## config.mk

```make
export PLATFORM = sky130hd
export DESIGN_NAME = command_frame_parser_flat
export DESIGN_NICKNAME = d
export VERILOG_FILES = /design/src/design/cfp_pkg.sv /design/src/design/cfp_if.sv /design/src/design/cfp_parser.sv /design/src/design/cfp_out_fifo.sv /design/src/design/command_frame_parser.sv /design/src/flat_wrapper.sv
export SDC_FILE = /design/constraint.sdc
export NUM_CORES = 1
export LEC_CHECK = 0
export BUFFER_PORTS_ARGS = -buffer_cell sky130_fd_sc_hd__buf_2
export CAP_MARGIN = 15
export CORE_MARGIN = 1
export CORE_UTILIZATION = 50
export DETAILED_ROUTE_END_ITERATION = 7
export PLACE_DENSITY = 0.67
export SLEW_MARGIN = 20
export SYNTH_ARGS = -nofsm -noshare
export SYNTH_HDL_FRONTEND = slang
export SYNTH_HIERARCHICAL = 1
export SYNTH_SLANG_ARGS = --single-unit
```

## constraint.sdc

```tcl
create_clock -name clk_i -period 10.2 [get_ports clk_i]
set_input_delay 0.51 -clock clk_i [delete_from_list [all_inputs] [get_ports clk_i]]
set_output_delay 0.51 -clock clk_i [all_outputs]
set_load 0.02 [all_outputs]
```

## src/design/cfp_pkg.sv

```systemverilog
// ----------------------------------------------------------------------------
// cfp_pkg: command frame parser shared definitions
// Frame bytes, register indexes, parser phases, status codes and the
// request and result item types.
// ----------------------------------------------------------------------------
package cfp_pkg;

  localparam logic [7:0]  HeaderByte   = 8'hBB;
  localparam logic [7:0]  EndByte      = 8'h7E;
  localparam logic [15:0] MaxLengthRst = 16'd256;
  localparam logic [15:0] TimeoutRst   = 16'd80;
  localparam logic [15:0] TickSat      = 16'hFFFF;
  localparam int          CfgIdxW      = 8;
  localparam int          CfgDataW     = 16;

  typedef enum logic [CfgIdxW-1:0] {
    CfgMaxLength    = 8'd0,
    CfgTimeoutTicks = 8'd1
  } cfg_idx_e;

  typedef enum logic [2:0] {
    PhHunt,
    PhType,
    PhCmd,
    PhLenH,
    PhLenL,
    PhPayload,
    PhCheck,
    PhEnd
  } phase_e;

  typedef enum logic [2:0] {
    StOk      = 3'd0,
    StBadSum  = 3'd1,
    StBadEnd  = 3'd2,
    StTooLong = 3'd3,
    StTimeout = 3'd4
  } status_e;

  typedef enum logic {
    KindPayload  = 1'b0,
    KindFrameEnd = 1'b1
  } kind_e;

  typedef struct packed {
    logic       req_type;
    logic [7:0] rx_byte;
  } req_t;

  typedef struct packed {
    logic        result_kind;
    logic [7:0]  payload_byte;
    logic [7:0]  frame_type;
    logic [7:0]  frame_command;
    logic [15:0] frame_length;
    logic [2:0]  status;
  } res_t;

endpackage

```

## src/design/cfp_if.sv

```systemverilog
// ----------------------------------------------------------------------------
// cfp channel interfaces
// Valid/ready channels for request items, result items and register writes.
// ----------------------------------------------------------------------------
interface cfp_req_if;
  logic          valid;
  logic          ready;
  cfp_pkg::req_t data;

  modport source (output valid, output data, input ready);
  modport sink (input valid, input data, output ready);
endinterface

interface cfp_res_if;
  logic          valid;
  logic          ready;
  cfp_pkg::res_t data;

  modport source (output valid, output data, input ready);
  modport sink (input valid, input data, output ready);
endinterface

interface cfp_cfg_if;
  logic                         valid;
  logic                         ready;
  logic [cfp_pkg::CfgIdxW-1:0]  index;
  logic [cfp_pkg::CfgDataW-1:0] data;

  modport source (output valid, output index, output data, input ready);
  modport sink (input valid, input index, input data, output ready);
endinterface

```

## src/design/cfp_parser.sv

```systemverilog
// ----------------------------------------------------------------------------
// cfp_parser: input register and per-item frame state update
// Registers one request item, then updates the frame state and forms at
// most one result from the registered item once the result buffer has room.
// ----------------------------------------------------------------------------
module cfp_parser (
  input  logic                 clk_i,
  input  logic                 rst_ni,
  cfp_req_if.sink              req_i,
  input  logic [15:0]          max_length_i,
  input  logic [15:0]          timeout_ticks_i,
  input  logic                 res_ready_i,
  output logic                 res_valid_o,
  output cfp_pkg::res_t        res_o
);

  logic             s1_valid_q;
  cfp_pkg::req_t    req_q;
  logic             fire;

  cfp_pkg::phase_e  phase_q, phase_d;
  logic [7:0]       type_q, type_d;
  logic [7:0]       cmd_q, cmd_d;
  logic [15:0]      length_q, length_d;
  logic [15:0]      seen_q, seen_d;
  logic [7:0]       sum_q, sum_d;
  logic [7:0]       chk_q, chk_d;
  logic [15:0]      ticks_q, ticks_d;

  logic             end_hit;
  cfp_pkg::status_e end_status;
  logic             byte_hit;

  assign req_i.ready = !s1_valid_q || res_ready_i;
  assign fire        = s1_valid_q && res_ready_i;

  always_ff @(posedge clk_i or negedge rst_ni) begin
    if (!rst_ni) begin
      s1_valid_q <= 1'b0;
    end else if (req_i.ready) begin
      s1_valid_q <= req_i.valid;
    end
  end

  always_ff @(posedge clk_i) begin
    if (req_i.ready && req_i.valid) begin
      req_q <= req_i.data;
    end
  end

  always_comb begin
    phase_d    = phase_q;
    type_d     = type_q;
    cmd_d      = cmd_q;
    length_d   = length_q;
    seen_d     = seen_q;
    sum_d      = sum_q;
    chk_d      = chk_q;
    ticks_d    = ticks_q;
    end_hit    = 1'b0;
    end_status = cfp_pkg::StOk;
    byte_hit   = 1'b0;

    if (fire) begin
      if (req_q.req_type) begin
        // ticks only count once a header has been seen
        if (phase_q != cfp_pkg::PhHunt) begin
          ticks_d = (ticks_q == cfp_pkg::TickSat) ? ticks_q : ticks_q + 16'd1;
          if (ticks_d >= timeout_ticks_i) begin
            end_hit    = 1'b1;
            end_status = cfp_pkg::StTimeout;
          end
        end
      end else begin
        case (phase_q)
          cfp_pkg::PhHunt: begin
            if (req_q.rx_byte == cfp_pkg::HeaderByte) begin
              type_d   = '0;
              cmd_d    = '0;
              length_d = '0;
              seen_d   = '0;
              sum_d    = '0;
              chk_d    = '0;
              ticks_d  = '0;
              phase_d  = cfp_pkg::PhType;
            end
          end
          cfp_pkg::PhType: begin
            type_d  = req_q.rx_byte;
            sum_d   = sum_q + req_q.rx_byte;
            phase_d = cfp_pkg::PhCmd;
          end
          cfp_pkg::PhCmd: begin
            cmd_d   = req_q.rx_byte;
            sum_d   = sum_q + req_q.rx_byte;
            phase_d = cfp_pkg::PhLenH;
          end
          cfp_pkg::PhLenH: begin
            length_d = {req_q.rx_byte, 8'h00};
            sum_d    = sum_q + req_q.rx_byte;
            phase_d  = cfp_pkg::PhLenL;
          end
          cfp_pkg::PhLenL: begin
            length_d = {length_q[15:8], req_q.rx_byte};
            sum_d    = sum_q + req_q.rx_byte;
            seen_d   = '0;
            if (length_d > max_length_i) begin
              end_hit    = 1'b1;
              end_status = cfp_pkg::StTooLong;
            end else begin
              // zero length skips straight to the checksum byte
              phase_d = (length_d == 16'd0) ? cfp_pkg::PhCheck : cfp_pkg::PhPayload;
            end
          end
          cfp_pkg::PhPayload: begin
            sum_d    = sum_q + req_q.rx_byte;
            seen_d   = seen_q + 16'd1;
            byte_hit = 1'b1;
            if (seen_d >= length_q) begin
              phase_d = cfp_pkg::PhCheck;
            end
          end
          cfp_pkg::PhCheck: begin
            chk_d   = req_q.rx_byte;
            phase_d = cfp_pkg::PhEnd;
          end
          default: begin
            // end byte is judged before the checksum
            end_hit = 1'b1;
            if (req_q.rx_byte != cfp_pkg::EndByte) begin
              end_status = cfp_pkg::StBadEnd;
            end else if (sum_q != chk_q) begin
              end_status = cfp_pkg::StBadSum;
            end else begin
              end_status = cfp_pkg::StOk;
            end
          end
        endcase
      end
      if (end_hit) begin
        phase_d = cfp_pkg::PhHunt;
      end
    end
  end

  always_comb begin
    res_valid_o = end_hit || byte_hit;
    res_o       = '0;
    if (end_hit) begin
      res_o.result_kind   = cfp_pkg::KindFrameEnd;
      res_o.frame_type    = type_d;
      res_o.frame_command = cmd_d;
      res_o.frame_length  = length_d;
      res_o.status        = end_status;
    end else if (byte_hit) begin
      res_o.result_kind  = cfp_pkg::KindPayload;
      res_o.payload_byte = req_q.rx_byte;
    end
  end

  always_ff @(posedge clk_i or negedge rst_ni) begin
    if (!rst_ni) begin
      phase_q  <= cfp_pkg::PhHunt;
      type_q   <= '0;
      cmd_q    <= '0;
      length_q <= '0;
      seen_q   <= '0;
      sum_q    <= '0;
      chk_q    <= '0;
      ticks_q  <= '0;
    end else begin
      phase_q  <= phase_d;
      type_q   <= type_d;
      cmd_q    <= cmd_d;
      length_q <= length_d;
      seen_q   <= seen_d;
      sum_q    <= sum_d;
      chk_q    <= chk_d;
      ticks_q  <= ticks_d;
    end
  end

`ifndef SYNTH
  a_payload_only_in_payload: assert property (@(posedge clk_i) disable iff (!rst_ni)
    (res_valid_o && byte_hit) |-> (phase_q == cfp_pkg::PhPayload))
    else $error("payload transfer outside payload phase");

  a_end_returns_to_hunt: assert property (@(posedge clk_i) disable iff (!rst_ni)
    end_hit |=> (phase_q == cfp_pkg::PhHunt))
    else $error("frame end did not return to hunting");

  a_seen_below_length: assert property (@(posedge clk_i) disable iff (!rst_ni)
    (phase_q == cfp_pkg::PhPayload) |-> (seen_q < length_q))
    else $error("payload count reached length while still in payload phase");

  a_result_needs_item: assert property (@(posedge clk_i) disable iff (!rst_ni)
    res_valid_o |-> fire)
    else $error("result formed without a registered item");
`endif

endmodule

```

## src/design/cfp_out_fifo.sv

```systemverilog
// ----------------------------------------------------------------------------
// cfp_out_fifo: two-entry result buffer
// Holds finished results so the parser keeps taking items while the
// receiver stalls; ready toward the parser comes from the fill count only.
// ----------------------------------------------------------------------------
module cfp_out_fifo (
  input  logic          clk_i,
  input  logic          rst_ni,
  input  logic          push_i,
  input  cfp_pkg::res_t push_data_i,
  output logic          not_full_o,
  cfp_res_if.source     res_o
);

  cfp_pkg::res_t mem_q [2];
  logic          wr_ptr_q;
  logic          rd_ptr_q;
  logic [1:0]    count_q;
  logic          pop;

  assign not_full_o  = (count_q != 2'd2);
  assign res_o.valid = (count_q != 2'd0);
  assign res_o.data  = mem_q[rd_ptr_q];
  assign pop         = res_o.valid && res_o.ready;

  always_ff @(posedge clk_i) begin
    if (push_i) begin
      mem_q[wr_ptr_q] <= push_data_i;
    end
  end

  always_ff @(posedge clk_i or negedge rst_ni) begin
    if (!rst_ni) begin
      wr_ptr_q <= 1'b0;
      rd_ptr_q <= 1'b0;
      count_q  <= 2'd0;
    end else begin
      if (push_i) begin
        wr_ptr_q <= !wr_ptr_q;
      end
      if (pop) begin
        rd_ptr_q <= !rd_ptr_q;
      end
      case ({push_i, pop})
        2'b10:   count_q <= count_q + 2'd1;
        2'b01:   count_q <= count_q - 2'd1;
        default: count_q <= count_q;
      endcase
    end
  end

`ifndef SYNTH
  a_no_push_when_full: assert property (@(posedge clk_i) disable iff (!rst_ni)
    push_i |-> not_full_o)
    else $error("result pushed into a full buffer");

  a_count_bound: assert property (@(posedge clk_i) disable iff (!rst_ni)
    count_q != 2'd3)
    else $error("result buffer count overflow");

  a_push_lands: assert property (@(posedge clk_i) disable iff (!rst_ni)
    (push_i && !pop) |=> (count_q == $past(count_q) + 2'd1))
    else $error("pushed result not counted");
`endif

endmodule

```

## src/design/command_frame_parser.sv

```systemverilog
// ----------------------------------------------------------------------------
// command_frame_parser: header/length/checksum frame parser
// Parses 0xBB, type, command, length (big endian), payload, checksum, 0x7E.
// ----------------------------------------------------------------------------
// Usage:
//   req_i carries one item per transfer: a received byte (req_type 0) or a
//   timer tick (req_type 1). res_o carries payload bytes as they arrive and
//   one frame-end status per frame. cfg_i writes max_length (index 0) and
//   timeout_ticks (index 1); other indexes are dropped. cfg_i is always
//   ready and must only be written while no item is in flight.
//   An item is held in the input register; the state update then works on
//   it and writes any result into the result buffer, from which res_o
//   shows it. The update waits while the buffer is full. Throughput: one
//   item per cycle while the result buffer has room, set by the state
//   update between the input register and the buffer.
//   Reset returns the parser to header hunting and loads max_length 256 and
//   timeout_ticks 80. When the receiver stalls, the two-entry result buffer
//   fills and req_i.ready drops only once it is full and an item is pending.
// ----------------------------------------------------------------------------
module command_frame_parser (
  input  logic      clk_i,
  input  logic      rst_ni,
  cfp_req_if.sink   req_i,
  cfp_res_if.source res_o,
  cfp_cfg_if.sink   cfg_i
);

  logic [15:0]   max_length_q;
  logic [15:0]   timeout_ticks_q;
  logic          fifo_not_full;
  logic          res_valid;
  cfp_pkg::res_t res;

  assign cfg_i.ready = 1'b1;

  always_ff @(posedge clk_i or negedge rst_ni) begin
    if (!rst_ni) begin
      max_length_q    <= cfp_pkg::MaxLengthRst;
      timeout_ticks_q <= cfp_pkg::TimeoutRst;
    end else if (cfg_i.valid) begin
      if (cfg_i.index == cfp_pkg::CfgMaxLength) begin
        max_length_q <= cfg_i.data;
      end else if (cfg_i.index == cfp_pkg::CfgTimeoutTicks) begin
        timeout_ticks_q <= cfg_i.data;
      end
    end
  end

  cfp_parser u_parser (
    .clk_i           (clk_i),
    .rst_ni          (rst_ni),
    .req_i           (req_i),
    .max_length_i    (max_length_q),
    .timeout_ticks_i (timeout_ticks_q),
    .res_ready_i     (fifo_not_full),
    .res_valid_o     (res_valid),
    .res_o           (res)
  );

  cfp_out_fifo u_out_fifo (
    .clk_i       (clk_i),
    .rst_ni      (rst_ni),
    .push_i      (res_valid),
    .push_data_i (res),
    .not_full_o  (fifo_not_full),
    .res_o       (res_o)
  );

endmodule

```

## src/flat_wrapper.sv

```systemverilog
// flat-port wrapper written by rule: the top's interface ports become plain ports
module command_frame_parser_flat 
  (clk_i, rst_ni, req_i_valid, req_i_data, req_i_ready, res_o_valid, res_o_data, res_o_ready, cfg_i_valid, cfg_i_index, cfg_i_data, cfg_i_ready);
  cfp_req_if req_i_i ();
  cfp_res_if res_o_i ();
  cfp_cfg_if cfg_i_i ();
  input  logic clk_i;
  input  logic rst_ni;
  input wire logic [$bits(req_i_i.valid)-1:0] req_i_valid;
  input wire logic [$bits(req_i_i.data)-1:0] req_i_data;
  output wire logic [$bits(req_i_i.ready)-1:0] req_i_ready;
  output wire logic [$bits(res_o_i.valid)-1:0] res_o_valid;
  output wire logic [$bits(res_o_i.data)-1:0] res_o_data;
  input wire logic [$bits(res_o_i.ready)-1:0] res_o_ready;
  input wire logic [$bits(cfg_i_i.valid)-1:0] cfg_i_valid;
  input wire logic [$bits(cfg_i_i.index)-1:0] cfg_i_index;
  input wire logic [$bits(cfg_i_i.data)-1:0] cfg_i_data;
  output wire logic [$bits(cfg_i_i.ready)-1:0] cfg_i_ready;
  assign req_i_i.valid = req_i_valid;
  assign req_i_i.data = req_i_data;
  assign req_i_ready = req_i_i.ready;
  assign res_o_valid = res_o_i.valid;
  assign res_o_data = res_o_i.data;
  assign res_o_i.ready = res_o_ready;
  assign cfg_i_i.valid = cfg_i_valid;
  assign cfg_i_i.index = cfg_i_index;
  assign cfg_i_i.data = cfg_i_data;
  assign cfg_i_ready = cfg_i_i.ready;
  command_frame_parser u_core (.clk_i(clk_i), .rst_ni(rst_ni), .req_i(req_i_i), .res_o(res_o_i), .cfg_i(cfg_i_i));
endmodule
```

# Yosys cells after proc, flatten, opt, wreduce, memory -nomap -nowiden
# Memories as Yosys holds them, arrays and structs flattened.
# Cells that the tools add are included.
totals:
  reg_bits: 129
  ramBits: 88
  in_bits: 38
  output_inout_bits: 47
  elab_cells: 129
  mem_count: 1
classes:
  n_addsub: 5
  magnitude_cmp: 3
  n_eq_ne: 20
  mux: 53
  bitwise_logic: 2
  reduce_logical: 29
mem_list:
  columns: ["memory", "depth", "word_bits", "rd", "rd_ports_with_merged_regs", "write_ports", "line_no", "text"]
  rows:
  - ["u_core.u_out_fifo.mem_q", 2, 44, 1, 0, 1, "cfp_out_fifo.sv:15", "cfp_pkg::res_t mem_q [2];"]
ops:
  columns: ["operator", "count"]
  rows:
  - ["$mux W16", 8]
  - ["$pmux W16 S3", 2]
  - ["$mux W8", 9]
  - ["$pmux W8 S2", 4]
  - ["$mux W35", 1]
  - ["$add A16 B1 Y16 const B", 2]
  - ["$ge A16 B16 Y1", 2]
  - ["$mux W3", 9]
  - ["$pmux W3 S7", 1]
  - ["$eq A16 B16 Y1 const B", 1]
  - ["$gt A16 B16 Y1", 1]
  - ["$logic_not A16 Y1", 1]
  - ["$reduce_and A4 Y1", 4]
  - ["$mux W1", 13]
  - ["$reduce_bool A2 Y1", 6]
  - ["$eq A3 B3 Y1 const B", 3]
  - ["$ne A3 B3 Y1 const B", 3]
  - ["$add A8 B8 Y8", 1]
  - ["$eq A8 B1 Y1 const B", 1]
  - ["$eq A8 B8 Y1 const B", 1]
  - ["$logic_not A8 Y1", 1]
  - ["$ne A8 B7 Y1 const B", 1]
  - ["$ne A8 B8 Y1", 1]
  - ["$pmux W2 S2", 2]
  - ["22 further kinds", 34]

# Depth between registers and ports, before layout
logic_depth:
  word_depth: 11
  ltp_mapped: 21
  depth_no_buf: 20

# Cells and area by module
# Netlist, hierarchy kept.
modules_own_cells:
  columns: ["module", "instances", "cells_per_inst", "area_per_inst_um2", "seq_area_each_um2"]
  rows:
  - ["cfp_parser", 1, 654, 6094.6, 2372.3]
  - ["cfp_out_fifo", 1, 154, 3538.4, 2742.6]
  - ["command_frame_parser", 1, 74, 1293.7, 804.5]

# Worst setup path before layout
# No wires, ideal clock.
synth_timing:
  path_kind: "register to register"
  startpoint: "register u_core.u_parser.ticks_q[7]"
  endpoint: "memory u_core/u_out_fifo/mem_q[0][0] in the netlist's numbering, enable pin"
  setup_ns: 0.446
  arrival_ns: 5.211
  required_time_ns: 9.754
  slack_ns: 4.544
  path_stages_with_launch: 19
  n_path_buf: 3
  synth_period_minus_slack_ns: 5.656
  cell_sequence: "dfrtp_1 > buf_2 > and4_1 > nand3_1 > or3_1 > and4_1 > clkbuf_1 > xor2_1 > ha_1 > o21a_1 > o211ai_1 > a211oi_1 > a211o_1 > o2bb2ai_1 > nand3_1 > clkbuf_1 > nand2_1 > inv_1 > nor2_1"
synth_between:
  elab_chain_len: 11
  word_cells_on_any_way: 12
  cone_classes: "add/sub (1); order compare (1); eq/ne (1); mux (8); reduce/logical (1)"
synth_lines:
  columns: ["element", "line_no", "text"]
  rows:
  - ["from (decl)", "cfp_parser.sv:28", "logic [15:0] ticks_q, ticks_d;"]
  - ["from (signal assigned)", "cfp_parser.sv:179", "ticks_q <= ticks_d;"]
  - ["$add A16 B1 Y16 or $eq A16 B16 Y1 (tied branches)", "cfp_parser.sv:68", "ticks_d = (ticks_q == cfp_pkg::TickSat) ? ticks_q : ticks_q + 16'd1;"]
  - ["$mux W16 *", "cfp_parser.sv:68", null]
  - ["$ge A16 B16 Y1 *", "cfp_parser.sv:69", "if (ticks_d >= timeout_ticks_i) begin"]
  - ["$mux W1 *", "cfp_parser.sv:69", null]
  - ["$mux W1 *", "cfp_parser.sv:67", "if (phase_q != cfp_pkg::PhHunt) begin"]
  - ["$mux W1 *", "cfp_parser.sv:65", "if (req_q.req_type) begin"]
  - ["$mux W1 * (2 in series)", "cfp_parser.sv:64", "if (fire) begin"]
  - ["$logic_or A1 B1 Y1 *", "cfp_parser.sv:147", "res_valid_o = end_hit || byte_hit;"]
  - ["net u_core.res_valid", "command_frame_parser.sv:31", "logic res_valid;"]
  - ["$mux W1 *", "cfp_out_fifo.sv:27", "if (push_i) begin"]
  - ["$mux W1 (implied by the code) *", "cfp_out_fifo.sv:28", "mem_q[wr_ptr_q] <= push_data_i;"]
  - ["to (decl)", "cfp_out_fifo.sv:15", null]
# The timed path passes the listed nets; every way through them passes the cells marked *. The select of a mux whose other input is x is not followed.

# Worst setup path after layout
layout_timing:
  startpoint: "register u_core.u_parser.ticks_q[7]"
  endpoint: "memory u_core/u_out_fifo/mem_q[1][25] in the netlist's numbering, enable pin"
# Same word-level chain as after synthesis.

==> metrics <==
synthesis-to-layout area growth 11.7%; # nets final 1053; post-CTS resize count 0; fin crit period 4.83 ns; Ports 85; Final ANT Viol Nets 0; clock net sink count 217; async set or reset register ratio after synthesis 55.3%; peak supply drop 0.149 mV; Worst slew margin 34.7%; Slowest cell on crit path or3_1; Power Dens Cells 245 mW/mm^2; post-synthesis sequential area ratio 54.2%; GPL Wtd Cong 0.797; Setup Viol. Count Final 0; Tightest Pin Transition 0.980 ns; Synthesized Nets 979; Final TNS setup 0 ns; Synth top area share 26.8%; hold slack final 0.0888 ns; unique cell type count in the Yosys netlist 64; Die Wd 150 um; drc violations 0; critical path type reg2reg; via count 7045; initial drt markers 474; Skew-Pair Late Insertion Delay 0.51 ns; Cell Chain, Critical Path and4_1 > nand3_1 > or3_1 > and4_1 > xor2_1 > ha_1 > o21a_1 > o211ai_1 > a211oi_1 > a211o_1 > o2bb2ai_1 > nand3_1 > buf_4 > nand2_1 > and2_2 > buf_12; crit start category register; CP endpoint kind register; GRT Total Usage 21.1%; reg2reg start u_core/u_parser/ticks_q[7]$_DFFE_PN0P_; final WL 22600 um; ant diodes 0; die height 150 um; drt wl/cell 18.1 um; # H-tree levels 1; clock tree root buffer cell clkbuf_16; Final period util 47.4%; WP data arrival 5.07 ns; outcome finished clean; CTS Buffer Depth 3; largest net degree at the start of global routing 64; Synth Flop Type dfrtp_1; Avg Inst Size Synth 12.4 sq um; R2R setup slack 5.37 ns; number of max-cap violations 0; postcts setup bufs 0; dpl hpwl 15500 um; Post-Route Utilization 57.5%; RSZ-0062 raised after global routing false; Critical R2R Capture u_core/u_out_fifo/mem_q[1][25]$_DFFE_PP_; Final Skew 0.0222 ns; hold crit path type in2async; CP Data Required Time 10.44 ns; Pre-Repair DR Iteration Count 7; post-layout total power 2990 uW; die area 0.0224 sq mm; most common cell after layout, fill and taps aside dfrtp_1; Synth Instances 882; LEAKAGE 0.00535 uW; initial antenna violation count 0; Synth Warn # 6; first-pass GRT wire length 36900 um; share of cells above drive strength 1 22.1%; Vias/cell 5.65; cts hold-fix bufs 0; starting density of the core 51.5%; mapped cell area 0.0109 sq mm; Synth area leaders dfrtp_1, edfxtp_1, mux2_4; synthesis-stage register bit count 217; Max Transition Viols Final 0; clk slew on worst S/H paths 0.06 ns; Max Clk Rate 0.207 GHz; grt total ovfl 0; PortBufs 83; Crit Path Max Fanout 35; Worst Reg-to-Reg Cells 16; final hold vios 0; largest area contributor in the netlist dfrtp_1; most frequent cells in the layout dfrtp_1, edfxtp_1, buf_2; Core ar. 0.0212 sq mm; Std-Cell Rows 53; max incr delay on CP 0.61 ns; vias in the first global route 6880; TritonCTS Buffers 23; number of synthesized flops with an enable pin 97; TritonCTS clock tree yes
[cells in the mapped netlist, types with 2 or more instances]
library cell	n
dfrtp_1	117
nor3_1	7
a21oi_1	25
nand3_1	26
clkbuf_1	22
and3_1	10
inv_1	54
a31oi_1	3
buf_6	8
a22o_1	56
ha_1	58
xnor2_1	29
buf_4	4
nor2_1	28
o211ai_1	5
nand2_1	59
mux2_4	49
dfstp_2	3
nor3b_1	3
o21a_1	4
nor2b_1	36
buf_2	8
o41ai_1	3
a21o_1	5
o21bai_1	4
xor2_1	15
nor4_1	8
a211oi_1	6
edfxtp_1	97
o2bb2ai_1	2
o31ai_1	7
mux2_2	27
nand4_1	14
and4_1	2
o21ai_0	29
or3_1	7
and2_1	10
nand2b_1	6
[power by group]
group	internal, uW	switching [uW]	leakage, uW	total, uW
sequential	1080	128	0.00252	1210
combinational	453	571	0.00250	1020
clock	438	323	0.000331	761
total	1970	1020	0.00535	2990
[how the worst max path moves through the flow]
stage / to / startpoint / slack (ns)
floorplan: u_core/u_out_fifo/mem_q[0][0]$_DFFE_PP_ / u_core/u_parser/ticks_q[7]$_DFFE_PN0P_ / 4.54
global placement: u_core/u_out_fifo/mem_q[1][8]$_DFFE_PP_ / u_core/u_parser/ticks_q[7]$_DFFE_PN0P_ / 5.33
detailed placement: u_core/u_out_fifo/mem_q[1][8]$_DFFE_PP_ / u_core/u_parser/ticks_q[7]$_DFFE_PN0P_ / 5.22
CTS: u_core/u_out_fifo/mem_q[1][26]$_DFFE_PP_ / u_core/u_parser/ticks_q[7]$_DFFE_PN0P_ / 5.19
global route: u_core/u_out_fifo/mem_q[1][26]$_DFFE_PP_ / u_core/u_parser/ticks_q[7]$_DFFE_PN0P_ / 5.06
finish: u_core/u_out_fifo/mem_q[1][25]$_DFFE_PP_ / u_core/u_parser/ticks_q[7]$_DFFE_PN0P_ / 5.37
[registers in the layout, indices dropped and copies added, names as in the netlist]
name / cells
u_core/max_length_q: 16
u_core/u_out_fifo/wr_ptr_q: 1
u_core/u_parser/req_q: 9
u_core/u_parser/length_q: 16
u_core/u_out_fifo/count_q: 2
u_core/u_parser/ticks_q: 16
u_core/timeout_ticks_q: 16
u_core/u_out_fifo/mem_q: 88
u_core/u_parser/type_q: 8
u_core/u_parser/cmd_q: 8
u_core/u_parser/chk_q: 8
u_core/u_out_fifo/rd_ptr_q: 1
u_core/u_parser/s1_valid_q: 1
u_core/u_parser/phase_q: 3
u_core/u_parser/sum_q: 8
u_core/u_parser/seen_q: 16
[metal layers]
layer / vias up / routed length (um) / global-route usage [%]
met2: 213 / 9720 / 31.3
met4: 0 / 368 / 4.65
met5: - / 0 / 0
met3: 31 / 1510 / 4.30
li1: 3360 / - / -
met1: 3441 / 11000 / 31.6
[cells by family after synthesis]
| group | after synthesis | synth area share, % |
|---|---|---|
| mux | 76 | 9.52 |
| fa+ha+maj | 59 | 6.82 |
| buf+inv | 98 | 4.29 |
| compound gates | 160 | 10.5 |
| flops | 217 | 54.2 |
| other cells | 1 | 0.0343 |
| xor+xnor | 44 | 3.53 |
| simple gates | 227 | 11.2 |
[layout make-up]
class,count,area [sq um]
well taps,275,344
clock buffers,30,602
multi-input cells,567,4560
flip-flops and latches,217,5920
repair buffers,93,505
clock inverters,11,72.6
fillers,1763,9020
inverters,54,203
[critical path: cells and delay by family, from the launching register on]
family                     cells  cell delay (ns)
AOI/OAI and AO/OA              5             0.92
DFF                            1             0.47
and+or+nand+nor                7             2.11
xor gates and xnor gates       1             0.17
buffers and inverters          2             0.59
adders and majority gates      1             0.28
[through the flow]
stage          area (sq um)  std cells  worst slack [ns]
2_1_floorplan         10900        882              4.54
3_3_place_gp          11500       1205              5.33
3_5_place_dp          11500       1205              5.22
4_1_cts               12200       1246              5.19
5_1_grt               12200       1247              5.06
6_report              12200       1247              5.37
(Power assumes the default switching activity.)
